`config.mk`:
```
export PLATFORM = sky130hd
export DESIGN_NAME = cursor_linked_list_engine_unit_flat
export DESIGN_NICKNAME = d
export VERILOG_FILES = /design/src/rtl/clle_pkg.sv /design/src/rtl/clle_ifs.sv /design/src/rtl/clle_pool.sv /design/src/rtl/cursor_linked_list_engine_unit.sv /design/src/flat_wrapper.sv
export SDC_FILE = /design/constraint.sdc
export NUM_CORES = 2
export LEC_CHECK = 0
export BUFFER_PORTS_ARGS = -buffer_cell sky130_fd_sc_hd__buf_2
export CAP_MARGIN = 30
export CORE_UTILIZATION = 55
export DETAILED_ROUTE_END_ITERATION = 12
export PLACE_DENSITY = 0.8
export SETUP_SLACK_MARGIN = 0.1
export SLEW_MARGIN = 10
export SYNTH_ARGS = -nofsm -noshare
export SYNTH_HDL_FRONTEND = slang
export SYNTH_HIERARCHICAL = 1
export SYNTH_SLANG_ARGS = --single-unit
export TNS_END_PERCENT = 100
```
`constraint.sdc`:
```
create_clock -name clk -period 10 [get_ports clk]
set_clock_uncertainty 0.05 [all_clocks]
set_input_delay 1 -clock clk [delete_from_list [all_inputs] [get_ports clk]]
set_output_delay 1 -clock clk [all_outputs]
set_load 0.01 [all_outputs]
```
`src/rtl/clle_pkg.sv`:
```
// Package for the cursor linked-list engine.
// Holds the operation and status codes and the word layouts of both channels.
// No dependencies.
package clle_pkg;

  localparam int SLOTS_DEF = 128;

  localparam logic [2:0] OP_CREATE  = 3'd0;
  localparam logic [2:0] OP_INSERT  = 3'd1;
  localparam logic [2:0] OP_DELETE  = 3'd2;
  localparam logic [2:0] OP_GET     = 3'd3;
  localparam logic [2:0] OP_LOCATE  = 3'd4;
  localparam logic [2:0] OP_PRIOR   = 3'd5;
  localparam logic [2:0] OP_NEXT    = 3'd6;
  localparam logic [2:0] OP_LEN_CLR = 3'd7;

  localparam logic [1:0] ST_OK       = 2'd0;
  localparam logic [1:0] ST_RANGE    = 2'd1;
  localparam logic [1:0] ST_NOTFOUND = 2'd2;
  localparam logic [1:0] ST_EXHAUST  = 2'd3;

  typedef struct packed {
    logic [2:0] operation;
    logic [6:0] list_head;
    logic [7:0] position;
    logic [7:0] value;
  } in_word_t;

  typedef struct packed {
    logic [1:0] status;
    logic [6:0] slot_index;
    logic [7:0] result_value;
    logic [6:0] list_length;
  } out_word_t;

endpackage

```
`src/rtl/clle_ifs.sv`:
```
// Valid/ready channel interfaces for the cursor linked-list engine.
// Depends on clle_pkg for the word layouts.
interface clle_in_if;
  logic               valid;
  logic               ready;
  clle_pkg::in_word_t data;

  modport source (output valid, output data, input ready);
  modport sink (input valid, input data, output ready);
endinterface

interface clle_out_if;
  logic                valid;
  logic                ready;
  clle_pkg::out_word_t data;

  modport source (output valid, output data, input ready);
  modport sink (input valid, input data, output ready);
endinterface

```
`src/rtl/clle_pool.sv`:
```
// Slot pool of the cursor linked-list engine: cursor memory and data memory.
// Runs the pass that rebuilds the cursor chain after reset. Depends on nothing but its parameters.
module clle_pool #(
  parameter int  SLOTS = 128,
  parameter type req_t = logic
) (
  input  logic                       clk,
  input  logic                       rst,
  input  req_t                       req,
  output logic [$clog2(SLOTS)-1:0]   rd_cur,
  output logic [7:0]                 rd_dat,
  output logic                       init_busy
);

  localparam int IW = $clog2(SLOTS);
  localparam logic [IW-1:0] LAST = IW'(SLOTS - 1);

  logic [IW-1:0] cur_mem [SLOTS];
  logic [7:0]    dat_mem [SLOTS];
  logic [IW-1:0] init_idx;

  always_ff @(posedge clk) begin
    if (rst) begin
      init_busy <= 1'b1;
      init_idx  <= '0;
    end else if (init_busy) begin
      if (init_idx == LAST) begin
        init_busy <= 1'b0;
      end else begin
        init_idx <= init_idx + 1'b1;
      end
    end
  end

  // The reset image chains every slot to the one after it; the last ends the chain.
  always_ff @(posedge clk) begin
    if (init_busy && !rst) begin
      cur_mem[init_idx] <= (init_idx == LAST) ? '0 : init_idx + 1'b1;
    end else if (req.cur_we) begin
      cur_mem[req.cur_wa] <= req.cur_wd;
    end
    rd_cur <= cur_mem[req.rd_addr];
  end

  always_ff @(posedge clk) begin
    if (req.dat_we) begin
      dat_mem[req.dat_wa] <= req.dat_wd;
    end
    rd_dat <= dat_mem[req.rd_addr];
  end

endmodule

```
`src/rtl/cursor_linked_list_engine_unit.sv`:
```
// Cursor linked-list engine: one word in, one word out, pool walked one slot per cycle.
// Create takes the first free slot; locate, prior and next walk the list element by element;
// insert, delete and get count the list and then walk to the position.
// Throughput: one word at a time; the single-read-port cursor memory sets the walk rate.
// Reset (rst, synchronous) clears control and then runs a pass over every slot that rebuilds
// the free chain; no word is taken during that pass.
module cursor_linked_list_engine_unit #(
  parameter int SLOTS = clle_pkg::SLOTS_DEF
) (
  input logic       clk,
  input logic       rst,
  clle_in_if.sink   req,
  clle_out_if.source resp
);

  localparam int IW = $clog2(SLOTS);
  // Wide enough for positions, 7-bit heads and any slot count.
  localparam int XW = ((IW > 8) ? IW : 8) + 1;
  localparam logic [IW-1:0] LIM = IW'(SLOTS - 1);

  // Pool access for one cycle: one read address, one cursor write, one data write.
  typedef struct packed {
    logic [IW-1:0] rd_addr;
    logic          cur_we;
    logic [IW-1:0] cur_wa;
    logic [IW-1:0] cur_wd;
    logic          dat_we;
    logic [IW-1:0] dat_wa;
    logic [7:0]    dat_wd;
  } pool_req_t;

  localparam logic [4:0] S_IDLE  = 5'd0;
  localparam logic [4:0] S_START = 5'd1;
  localparam logic [4:0] S_CNT   = 5'd2;
  localparam logic [4:0] S_CHK   = 5'd3;
  localparam logic [4:0] S_TAKE1 = 5'd4;
  localparam logic [4:0] S_TAKE2 = 5'd5;
  localparam logic [4:0] S_CRE   = 5'd6;
  localparam logic [4:0] S_WALK0 = 5'd7;
  localparam logic [4:0] S_WALK  = 5'd8;
  localparam logic [4:0] S_INS2  = 5'd9;
  localparam logic [4:0] S_DEL1  = 5'd10;
  localparam logic [4:0] S_DEL2  = 5'd11;
  localparam logic [4:0] S_DEL3  = 5'd12;
  localparam logic [4:0] S_DEL4  = 5'd13;
  localparam logic [4:0] S_FHEAD = 5'd14;
  localparam logic [4:0] S_FLOOP = 5'd15;
  localparam logic [4:0] S_NEXT1 = 5'd16;
  localparam logic [4:0] S_PHEAD = 5'd17;
  localparam logic [4:0] S_PBODY = 5'd18;
  localparam logic [4:0] S_PTEST = 5'd19;
  localparam logic [4:0] S_CL0   = 5'd20;
  localparam logic [4:0] S_CL1   = 5'd21;
  localparam logic [4:0] S_CL2   = 5'd22;
  localparam logic [4:0] S_CL3   = 5'd23;
  localparam logic [4:0] S_CLW   = 5'd24;
  localparam logic [4:0] S_DONE  = 5'd25;

  // Truncates a slot number or a count to the 7-bit result fields.
  function automatic logic [6:0] to7(input logic [IW-1:0] x);
    logic [XW-1:0] t;
    t = XW'(x);
    return t[6:0];
  endfunction

  logic [4:0]    state, state_next;
  logic [2:0]    op, op_next;
  logic [IW-1:0] head, head_next;
  logic          head_bad, head_bad_next;
  logic [7:0]    pos, pos_next;
  logic [7:0]    val, val_next;
  logic [IW-1:0] ptr, ptr_next;
  logic [IW-1:0] jreg, jreg_next;
  logic [IW-1:0] n, n_next;
  logic [IW-1:0] steps, steps_next;
  logic [7:0]    jdata, jdata_next;
  logic [1:0]    st, st_next;
  logic [6:0]    slot, slot_next;
  logic [7:0]    rval, rval_next;
  logic [6:0]    len, len_next;
  logic          ovalid, ovalid_next;
  clle_pkg::out_word_t odata, odata_next;

  pool_req_t     pr;
  logic [IW-1:0] rc;
  logic [7:0]    rdat;
  logic          init_busy;

  logic [XW-1:0] pos_x, n_x, head_in_x;
  logic [IW-1:0] n_inc;

  clle_pool #(.SLOTS(SLOTS), .req_t(pool_req_t)) u_pool (
    .clk       (clk),
    .rst       (rst),
    .req       (pr),
    .rd_cur    (rc),
    .rd_dat    (rdat),
    .init_busy (init_busy)
  );

  assign pos_x     = XW'(pos);
  assign n_x       = XW'(n);
  assign head_in_x = XW'(req.data.list_head);
  assign n_inc     = n + 1'b1;

  // A new word is taken only when the sequencer is parked and the pool is built.
  assign req.ready  = (state == S_IDLE) && !init_busy;
  assign resp.valid = ovalid;
  assign resp.data  = odata;

  always_comb begin
    state_next    = state;
    op_next       = op;
    head_next     = head;
    head_bad_next = head_bad;
    pos_next      = pos;
    val_next      = val;
    ptr_next      = ptr;
    jreg_next     = jreg;
    n_next        = n;
    steps_next    = steps;
    jdata_next    = jdata;
    st_next       = st;
    slot_next     = slot;
    rval_next     = rval;
    len_next      = len;
    ovalid_next   = ovalid && !resp.ready;
    odata_next    = odata;
    pr            = '0;
    pr.rd_addr    = ptr;

    unique case (state)
      S_IDLE: begin
        if (req.valid && req.ready) begin
          op_next       = req.data.operation;
          head_next     = head_in_x[IW-1:0];
          head_bad_next = head_in_x >= XW'(SLOTS);
          pos_next      = req.data.position;
          val_next      = req.data.value;
          st_next       = clle_pkg::ST_OK;
          slot_next     = '0;
          rval_next     = '0;
          len_next      = '0;
          state_next    = S_START;
        end
      end

      S_START: begin
        n_next     = '0;
        pr.rd_addr = head;
        if (op != clle_pkg::OP_CREATE && head_bad) begin
          st_next    = clle_pkg::ST_RANGE;
          state_next = S_DONE;
        end else begin
          unique case (op) inside
            clle_pkg::OP_CREATE: begin
              pr.rd_addr = '0;
              state_next = S_TAKE1;
            end
            clle_pkg::OP_INSERT, clle_pkg::OP_DELETE, clle_pkg::OP_GET: begin
              state_next = S_CNT;
            end
            clle_pkg::OP_LOCATE, clle_pkg::OP_NEXT: begin
              state_next = S_FHEAD;
            end
            clle_pkg::OP_PRIOR: begin
              state_next = S_PHEAD;
            end
            default: begin
              if (pos == 8'd0) begin
                state_next = S_CNT;
              end else if (pos == 8'd1) begin
                state_next = S_CL0;
              end else begin
                st_next    = clle_pkg::ST_RANGE;
                state_next = S_DONE;
              end
            end
          endcase
        end
      end

      // Bounded count: rc is the cursor of the last node reached.
      S_CNT: begin
        if (rc == '0 || n == LIM) begin
          state_next = S_CHK;
        end else begin
          n_next     = n_inc;
          pr.rd_addr = rc;
        end
      end

      S_CHK: begin
        pr.rd_addr = head;
        ptr_next   = head;
        if (op == clle_pkg::OP_LEN_CLR) begin
          len_next   = to7(n);
          state_next = S_DONE;
        end else if (op == clle_pkg::OP_INSERT) begin
          if (pos_x == '0 || pos_x > n_x + 1'b1) begin
            st_next    = clle_pkg::ST_RANGE;
            state_next = S_DONE;
          end else begin
            pr.rd_addr = '0;
            state_next = S_TAKE1;
          end
        end else if (pos_x == '0 || pos_x > n_x) begin
          st_next    = clle_pkg::ST_RANGE;
          state_next = S_DONE;
        end else begin
          steps_next = (op == clle_pkg::OP_DELETE) ? IW'(pos_x - 1'b1) : pos_x[IW-1:0];
          state_next = S_WALK;
        end
      end

      // rc holds the first free slot.
      S_TAKE1: begin
        if (rc == '0) begin
          st_next    = clle_pkg::ST_EXHAUST;
          state_next = S_DONE;
        end else begin
          jreg_next  = rc;
          pr.rd_addr = rc;
          state_next = S_TAKE2;
        end
      end

      S_TAKE2: begin
        pr.cur_we = 1'b1;
        pr.cur_wa = '0;
        pr.cur_wd = rc;
        if (op == clle_pkg::OP_CREATE) begin
          state_next = S_CRE;
        end else begin
          pr.dat_we  = 1'b1;
          pr.dat_wa  = jreg;
          pr.dat_wd  = val;
          state_next = S_WALK0;
        end
      end

      S_CRE: begin
        pr.cur_we  = 1'b1;
        pr.cur_wa  = jreg;
        pr.cur_wd  = '0;
        slot_next  = to7(jreg);
        state_next = S_DONE;
      end

      // The walk starts only after the free-list head was rewritten.
      S_WALK0: begin
        pr.rd_addr = head;
        ptr_next   = head;
        steps_next = IW'(pos_x - 1'b1);
        state_next = S_WALK;
      end

      // rc and rdat belong to the slot in ptr.
      S_WALK: begin
        if (steps == '0) begin
          if (op == clle_pkg::OP_INSERT) begin
            pr.cur_we  = 1'b1;
            pr.cur_wa  = jreg;
            pr.cur_wd  = rc;
            state_next = S_INS2;
          end else if (op == clle_pkg::OP_DELETE) begin
            jreg_next  = rc;
            pr.rd_addr = rc;
            state_next = S_DEL1;
          end else begin
            rval_next  = rdat;
            state_next = S_DONE;
          end
        end else begin
          ptr_next   = rc;
          steps_next = steps - 1'b1;
          pr.rd_addr = rc;
        end
      end

      S_INS2: begin
        pr.cur_we  = 1'b1;
        pr.cur_wa  = ptr;
        pr.cur_wd  = jreg;
        state_next = S_DONE;
      end

      S_DEL1: begin
        pr.cur_we  = 1'b1;
        pr.cur_wa  = ptr;
        pr.cur_wd  = rc;
        rval_next  = rdat;
        state_next = S_DEL2;
      end

      S_DEL2: begin
        pr.rd_addr = '0;
        state_next = S_DEL3;
      end

      S_DEL3: begin
        pr.cur_we  = 1'b1;
        pr.cur_wa  = jreg;
        pr.cur_wd  = rc;
        state_next = S_DEL4;
      end

      S_DEL4: begin
        pr.cur_we  = 1'b1;
        pr.cur_wa  = '0;
        pr.cur_wd  = jreg;
        state_next = S_DONE;
      end

      S_FHEAD: begin
        n_next = '0;
        if (rc == '0) begin
          st_next    = clle_pkg::ST_NOTFOUND;
          state_next = S_DONE;
        end else begin
          ptr_next   = rc;
          pr.rd_addr = rc;
          state_next = S_FLOOP;
        end
      end

      S_FLOOP: begin
        if (rdat == val) begin
          if (op == clle_pkg::OP_LOCATE) begin
            slot_next  = to7(ptr);
            state_next = S_DONE;
          end else if (rc == '0) begin
            st_next    = clle_pkg::ST_NOTFOUND;
            state_next = S_DONE;
          end else begin
            pr.rd_addr = rc;
            state_next = S_NEXT1;
          end
        end else if (n == LIM || rc == '0) begin
          st_next    = clle_pkg::ST_NOTFOUND;
          state_next = S_DONE;
        end else begin
          n_next     = n_inc;
          ptr_next   = rc;
          pr.rd_addr = rc;
        end
      end

      S_NEXT1: begin
        rval_next  = rdat;
        state_next = S_DONE;
      end

      S_PHEAD: begin
        n_next = '0;
        if (rc == '0) begin
          st_next    = clle_pkg::ST_NOTFOUND;
          state_next = S_DONE;
        end else begin
          ptr_next   = rc;
          pr.rd_addr = rc;
          state_next = S_PBODY;
        end
      end

      // The first element is stepped over without a compare: it has no predecessor.
      S_PBODY: begin
        jdata_next = rdat;
        n_next     = n_inc;
        if (rc == '0) begin
          st_next    = clle_pkg::ST_NOTFOUND;
          state_next = S_DONE;
        end else begin
          ptr_next   = rc;
          pr.rd_addr = rc;
          state_next = S_PTEST;
        end
      end

      S_PTEST: begin
        if (rdat == val) begin
          rval_next  = jdata;
          state_next = S_DONE;
        end else if (n == LIM || rc == '0) begin
          st_next    = clle_pkg::ST_NOTFOUND;
          state_next = S_DONE;
        end else begin
          jdata_next = rdat;
          n_next     = n_inc;
          ptr_next   = rc;
          pr.rd_addr = rc;
        end
      end

      // Clear: detach the chain from the head, then splice it onto the free list.
      S_CL0: begin
        if (rc == '0) begin
          state_next = S_DONE;
        end else begin
          ptr_next   = rc;
          pr.cur_we  = 1'b1;
          pr.cur_wa  = head;
          pr.cur_wd  = '0;
          state_next = S_CL1;
        end
      end

      S_CL1: begin
        pr.rd_addr = '0;
        state_next = S_CL2;
      end

      S_CL2: begin
        jreg_next  = rc;
        pr.cur_we  = 1'b1;
        pr.cur_wa  = '0;
        pr.cur_wd  = ptr;
        state_next = S_CL3;
      end

      S_CL3: begin
        pr.rd_addr = ptr;
        n_next     = '0;
        state_next = S_CLW;
      end

      S_CLW: begin
        if (rc == '0 || n_inc == LIM) begin
          pr.cur_we  = 1'b1;
          pr.cur_wa  = ptr;
          pr.cur_wd  = jreg;
          state_next = S_DONE;
        end else begin
          n_next     = n_inc;
          ptr_next   = rc;
          pr.rd_addr = rc;
        end
      end

      S_DONE: begin
        if (!ovalid || resp.ready) begin
          ovalid_next             = 1'b1;
          odata_next.status       = st;
          odata_next.slot_index   = slot;
          odata_next.result_value = rval;
          odata_next.list_length  = len;
          state_next              = S_IDLE;
        end
      end

      default: begin
        state_next = S_IDLE;
      end
    endcase
  end

  always_ff @(posedge clk) begin
    if (rst) begin
      state  <= S_IDLE;
      ovalid <= 1'b0;
    end else begin
      state  <= state_next;
      ovalid <= ovalid_next;
    end
  end

  always_ff @(posedge clk) begin
    op       <= op_next;
    head     <= head_next;
    head_bad <= head_bad_next;
    pos      <= pos_next;
    val      <= val_next;
    ptr      <= ptr_next;
    jreg     <= jreg_next;
    n        <= n_next;
    steps    <= steps_next;
    jdata    <= jdata_next;
    st       <= st_next;
    slot     <= slot_next;
    rval     <= rval_next;
    len      <= len_next;
    odata    <= odata_next;
  end

endmodule

```
`src/flat_wrapper.sv`:
```
// flat-port wrapper written by rule: the top's interface ports become plain ports
module cursor_linked_list_engine_unit_flat 
#(
  parameter int SLOTS = clle_pkg::SLOTS_DEF
)
  (clk, rst, req_valid, req_data, req_ready, resp_valid, resp_data, resp_ready);
  clle_in_if req_i ();
  clle_out_if resp_i ();
  input logic clk;
  input logic rst;
  input wire logic [$bits(req_i.valid)-1:0] req_valid;
  input wire logic [$bits(req_i.data)-1:0] req_data;
  output wire logic [$bits(req_i.ready)-1:0] req_ready;
  output wire logic [$bits(resp_i.valid)-1:0] resp_valid;
  output wire logic [$bits(resp_i.data)-1:0] resp_data;
  input wire logic [$bits(resp_i.ready)-1:0] resp_ready;
  assign req_i.valid = req_valid;
  assign req_i.data = req_data;
  assign req_ready = req_i.ready;
  assign resp_valid = resp_i.valid;
  assign resp_data = resp_i.data;
  assign resp_i.ready = resp_ready;
  cursor_linked_list_engine_unit #(.SLOTS(SLOTS)) u_core (.clk(clk), .rst(rst), .req(req_i), .resp(resp_i));
endmodule
```
==> impl_summary.log <==
[metrics] result of the run: finished, final reports clean
[metrics] final critical-path required period: 6.919 ns
[metrics] number of CTS-inserted buffers: 186
[metrics] relative slew slack: 0.2358
[metrics] proportion of synthesized flip-flops having asynchronous set or reset: 0
[metrics] share of layout cells above drive strength 1: 0.2683
[metrics] number of antenna violations at the first check in global routing: 17
[metrics] most used cells in the layout excluding fill and tap cells: sky130_fd_sc_hd__edfxtp_1 (2030), sky130_fd_sc_hd__mux4_2 (630), sky130_fd_sc_hd__nor2_1 (338)
[metrics] Peak VDD IR: 0.2007 mV
[metrics] global placer's final weighted congestion: 0.9290
[metrics] Hold-fix buffers, CTS: 0
[metrics] delay of the slowest cell on the worst path: 0.72 ns
[metrics] synthesized-area fraction occupied by ao, oa, aoi and oai cells: 0.02545
[metrics] overall via count from detail_route: 43.60k
[metrics] buffering stage count on the worst path with inverters included: 2
[metrics] Starting Density: 0.5563
[metrics] setup total negative slack: 0 ns
[metrics] Non-Filler Cell Area, Final: 91690 µm²
[metrics] count of buffers inserted at the top-level ports: 55
[metrics] all-layer global routing usage: 0.2786
[metrics] Finished Core Util: 0.6187
[metrics] final instance count without filler cells: 6208
[metrics] Net Count, Synth: 4002
[metrics] routed length per placed instance: 34.45 µm
[metrics] most common cell after layout, fill and taps aside: sky130_fd_sc_hd__edfxtp_1
[metrics] commonest register cell after synthesis: sky130_fd_sc_hd__edfxtp_1
[metrics] launching point of the worst reg2reg path: u_core/n[0]
[metrics] category of the worst setup path launch point: register
[metrics] gr ovfl total: 0
[metrics] clock-pin transition on the worst setup and hold timing paths: 0.07 ns
[metrics] Die X-Extent: 389.1 µm
[metrics] area inside the core boundary: 148200 µm²
[metrics] detailed-route vias per instance: 7.023
[metrics] number of nets with antenna violations after detailed routing: 0
[metrics] die outline area: 151400 µm²
[metrics] data arrival at the endpoint of the critical path: 7.57 ns
[metrics] origin of the worst setup path: u_core/n[0]
[metrics] clock insertion delay at the later pin of the skew report: 0.82 ns
[metrics] router iterations before antenna repair: 8
[metrics] mean cell area of the mapped netlist: 20.86 µm²
[metrics] worst-margin pin slew: 1.142 ns
[metrics] first-iteration detailed-routing DRC count: 7725
[metrics] fin crit share: 0.6919
[metrics] Post-DP HPWL: 119.0 mm
[metrics] post-layout net count: 4166
[metrics] instance area at placement: 85550 µm²
[metrics] cell area after synthesis: 82430 µm²
[metrics] Pwr Density: 180.1 nW/µm²
[metrics] standard-cell rows: 141
[metrics] Synth Area in Simple Gates: 0.03438
[metrics] sequential element share of the synthesized area: 0.7465
[metrics] number of enable-type register cells in the synthesized netlist: 2030
[metrics] number of global-route vias before repair: 42.99k
[metrics] maximum capacitance violations: 0
[metrics] yosys warns: 6
[metrics] Detailed Route WL: 213.9 mm
[metrics] cell repeated most along the worst path: sky130_fd_sc_hd__mux4_2
[metrics] Hold Path Origin: req_data[16]
[metrics] setup repair after global routing missed its margin: false
[metrics] Post-route DRC: 0
[metrics] number of gates resized after cts: 0
[metrics] timing-limited maximum frequency: 144.5 MHz
[metrics] maximum number of pins on one net before global-route repair: 130
[metrics] share of synthesized cell area in full adder, half adder and majority cells: 0.003157
[metrics] layout-stage area growth over the synthesis result: 11.23%
[metrics] Longest Clk Path Bufs: 3
[metrics] total setup buffers inserted after CTS: 0
[metrics] number of placed instances, taps included: 5829
[metrics] height of the die: 389.1 µm
[metrics] clk sinks: 2059
[metrics] final-report max-slew violation count: 0
[metrics] register bit count reported by yosys: 2059
[metrics] TritonCTS clock tree: done
[metrics] multiplexer share of the synthesized area: 0.1747
[metrics] maximum fanout count along the critical path: 118
[metrics] worst hold path class: in2reg
[metrics] count of cell types in the netlist: 80
[metrics] Setup CP Type: reg2reg
[metrics] Required @ worst endpoint: 10.65 ns
[metrics] endpoints failing setup: 0
[metrics] endpoint class of the critical path: register
[metrics] Final Hold Viols: 0
[metrics] number of instances in the synthesized netlist: 3952
[metrics] number of top-level pins: 56
[metrics] first-pass GRT wire length: 302.8 mm
[metrics] share of the synthesized netlist area taken by xor and xnor gates: 0.002762
[metrics] crit-path cells: ha_1 > nand2b_1 > and2_1 > ha_1 > and3_1 > o21ai_0 > nand3_1 > maj3_1 > a211oi_1 > a311o_1 > a21oi_1 > o32a_2 > buf_4 > buf_12 > mux4_2 > mux4_2 > mux4_2 > mux2_2
[metrics] Critical-path top delay cell: sky130_fd_sc_hd__buf_12
[metrics] Clock H-tree levels: 4
[metrics] largest family of logic cells by synthesized area: multiplexers
[metrics] leakage power: 25.89 nW
[metrics] root buffer cell: sky130_fd_sc_hd__clkbuf_16
[metrics] Top Family by Delay on Critical Path: multiplexers
synth_stat cells, types with 21 or more instances:
library cell               number  area, µm²
sky130_fd_sc_hd__nand3_1       29      145.1
sky130_fd_sc_hd__nand2_1       94      352.8
sky130_fd_sc_hd__dfxtp_1       29      580.6
sky130_fd_sc_hd__buf_1         32      120.1
sky130_fd_sc_hd__inv_1         44      165.2
sky130_fd_sc_hd__buf_2         40      200.2
sky130_fd_sc_hd__o21ai_0       59      295.3
sky130_fd_sc_hd__and2_1        26      162.7
sky130_fd_sc_hd__nand2b_1      21      131.4
sky130_fd_sc_hd__nor3_1        33      165.2
sky130_fd_sc_hd__o22ai_1       25      156.4
sky130_fd_sc_hd__clkbuf_1     145      544.3
sky130_fd_sc_hd__mux4_2       630      14190
sky130_fd_sc_hd__a21oi_1       60      300.3
sky130_fd_sc_hd__nor2_1       338       1269
sky130_fd_sc_hd__edfxtp_1    2030      60960
cells by family after synthesis:
| group | count (synthesis) |
|---|---|
| DFF | 2059 |
| muxes | 649 |
| and+or+nand+nor | 623 |
| AOI/OAI and AO/OA | 307 |
| buffers and inverters | 267 |
| xor gates and xnor gates | 26 |
| adders and majority gates | 21 |
power breakdown:
group / switching, mW / internal [mW]
registers: 0.00488 / 9.40
clock network: 3.14 / 3.85
logic: 0.0975 / 0.0185
total: 3.24 / 13.3
per-stage QoR:
step / power (mW) / hold WS (ns) / setup slack, ns
after floorplan: 9.656 / 0.3503 / 0.8887
after global placement: 9.693 / 0.3532 / 3.218
after detailed placement: 9.699 / 0.3545 / 3.100
after CTS: 16.54 / 0.2670 / 3.046
after global routing: 16.84 / 0.2913 / 2.682
final: 16.51 / 0.3031 / 3.081
final cells by class:
type / count / area (µm²)
Inverter: 47 / 176.4
Sequential cell: 2059 / 61540
Clock inverter: 100 / 890.9
Clock buffer: 240 / 4930
Timing Repair Buffer: 196 / 1627
Fill cell: 9367 / 56500
Tap cell: 1930 / 2415
Multi-Input combinational cell: 1626 / 20090
Antenna cell: 10 / 25.02
flip-flops by register name, indices dropped and copies added (netlist names), 8 cells and up:
signal and cells:
u_core/u_pool/dat_mem 1024, u_core/u_pool/cur_mem 896, u_core/resp.data 24, u_core/jdata 8, u_core/pos 8, u_core/rval 8, u_core/u_pool/rd_dat 8, u_core/val 8
routing by layer:
layer,global-route usage,wire [µm],up-vias
met2,0.4466,104500,3700
met4,0.09864,8232,8
met3,0.06449,27360,608
met1,0.3789,73740,22403
li1,-,-,16881
met5,0,51,-
worst paths after layout:
check / end / depth (start not counted) / slack (ns)
worst min register to register: u_core/resp.data[7] / 0 / 0.36
worst max register to register: u_core/u_pool/rd_dat[2] / 18 / 3.08
worst max-delay path: u_core/u_pool/rd_dat[2] / 18 / 3.08
worst min-delay path: u_core/head[0] / 1 / 0.30
Note: power is estimated with default switching activity, not from simulation.
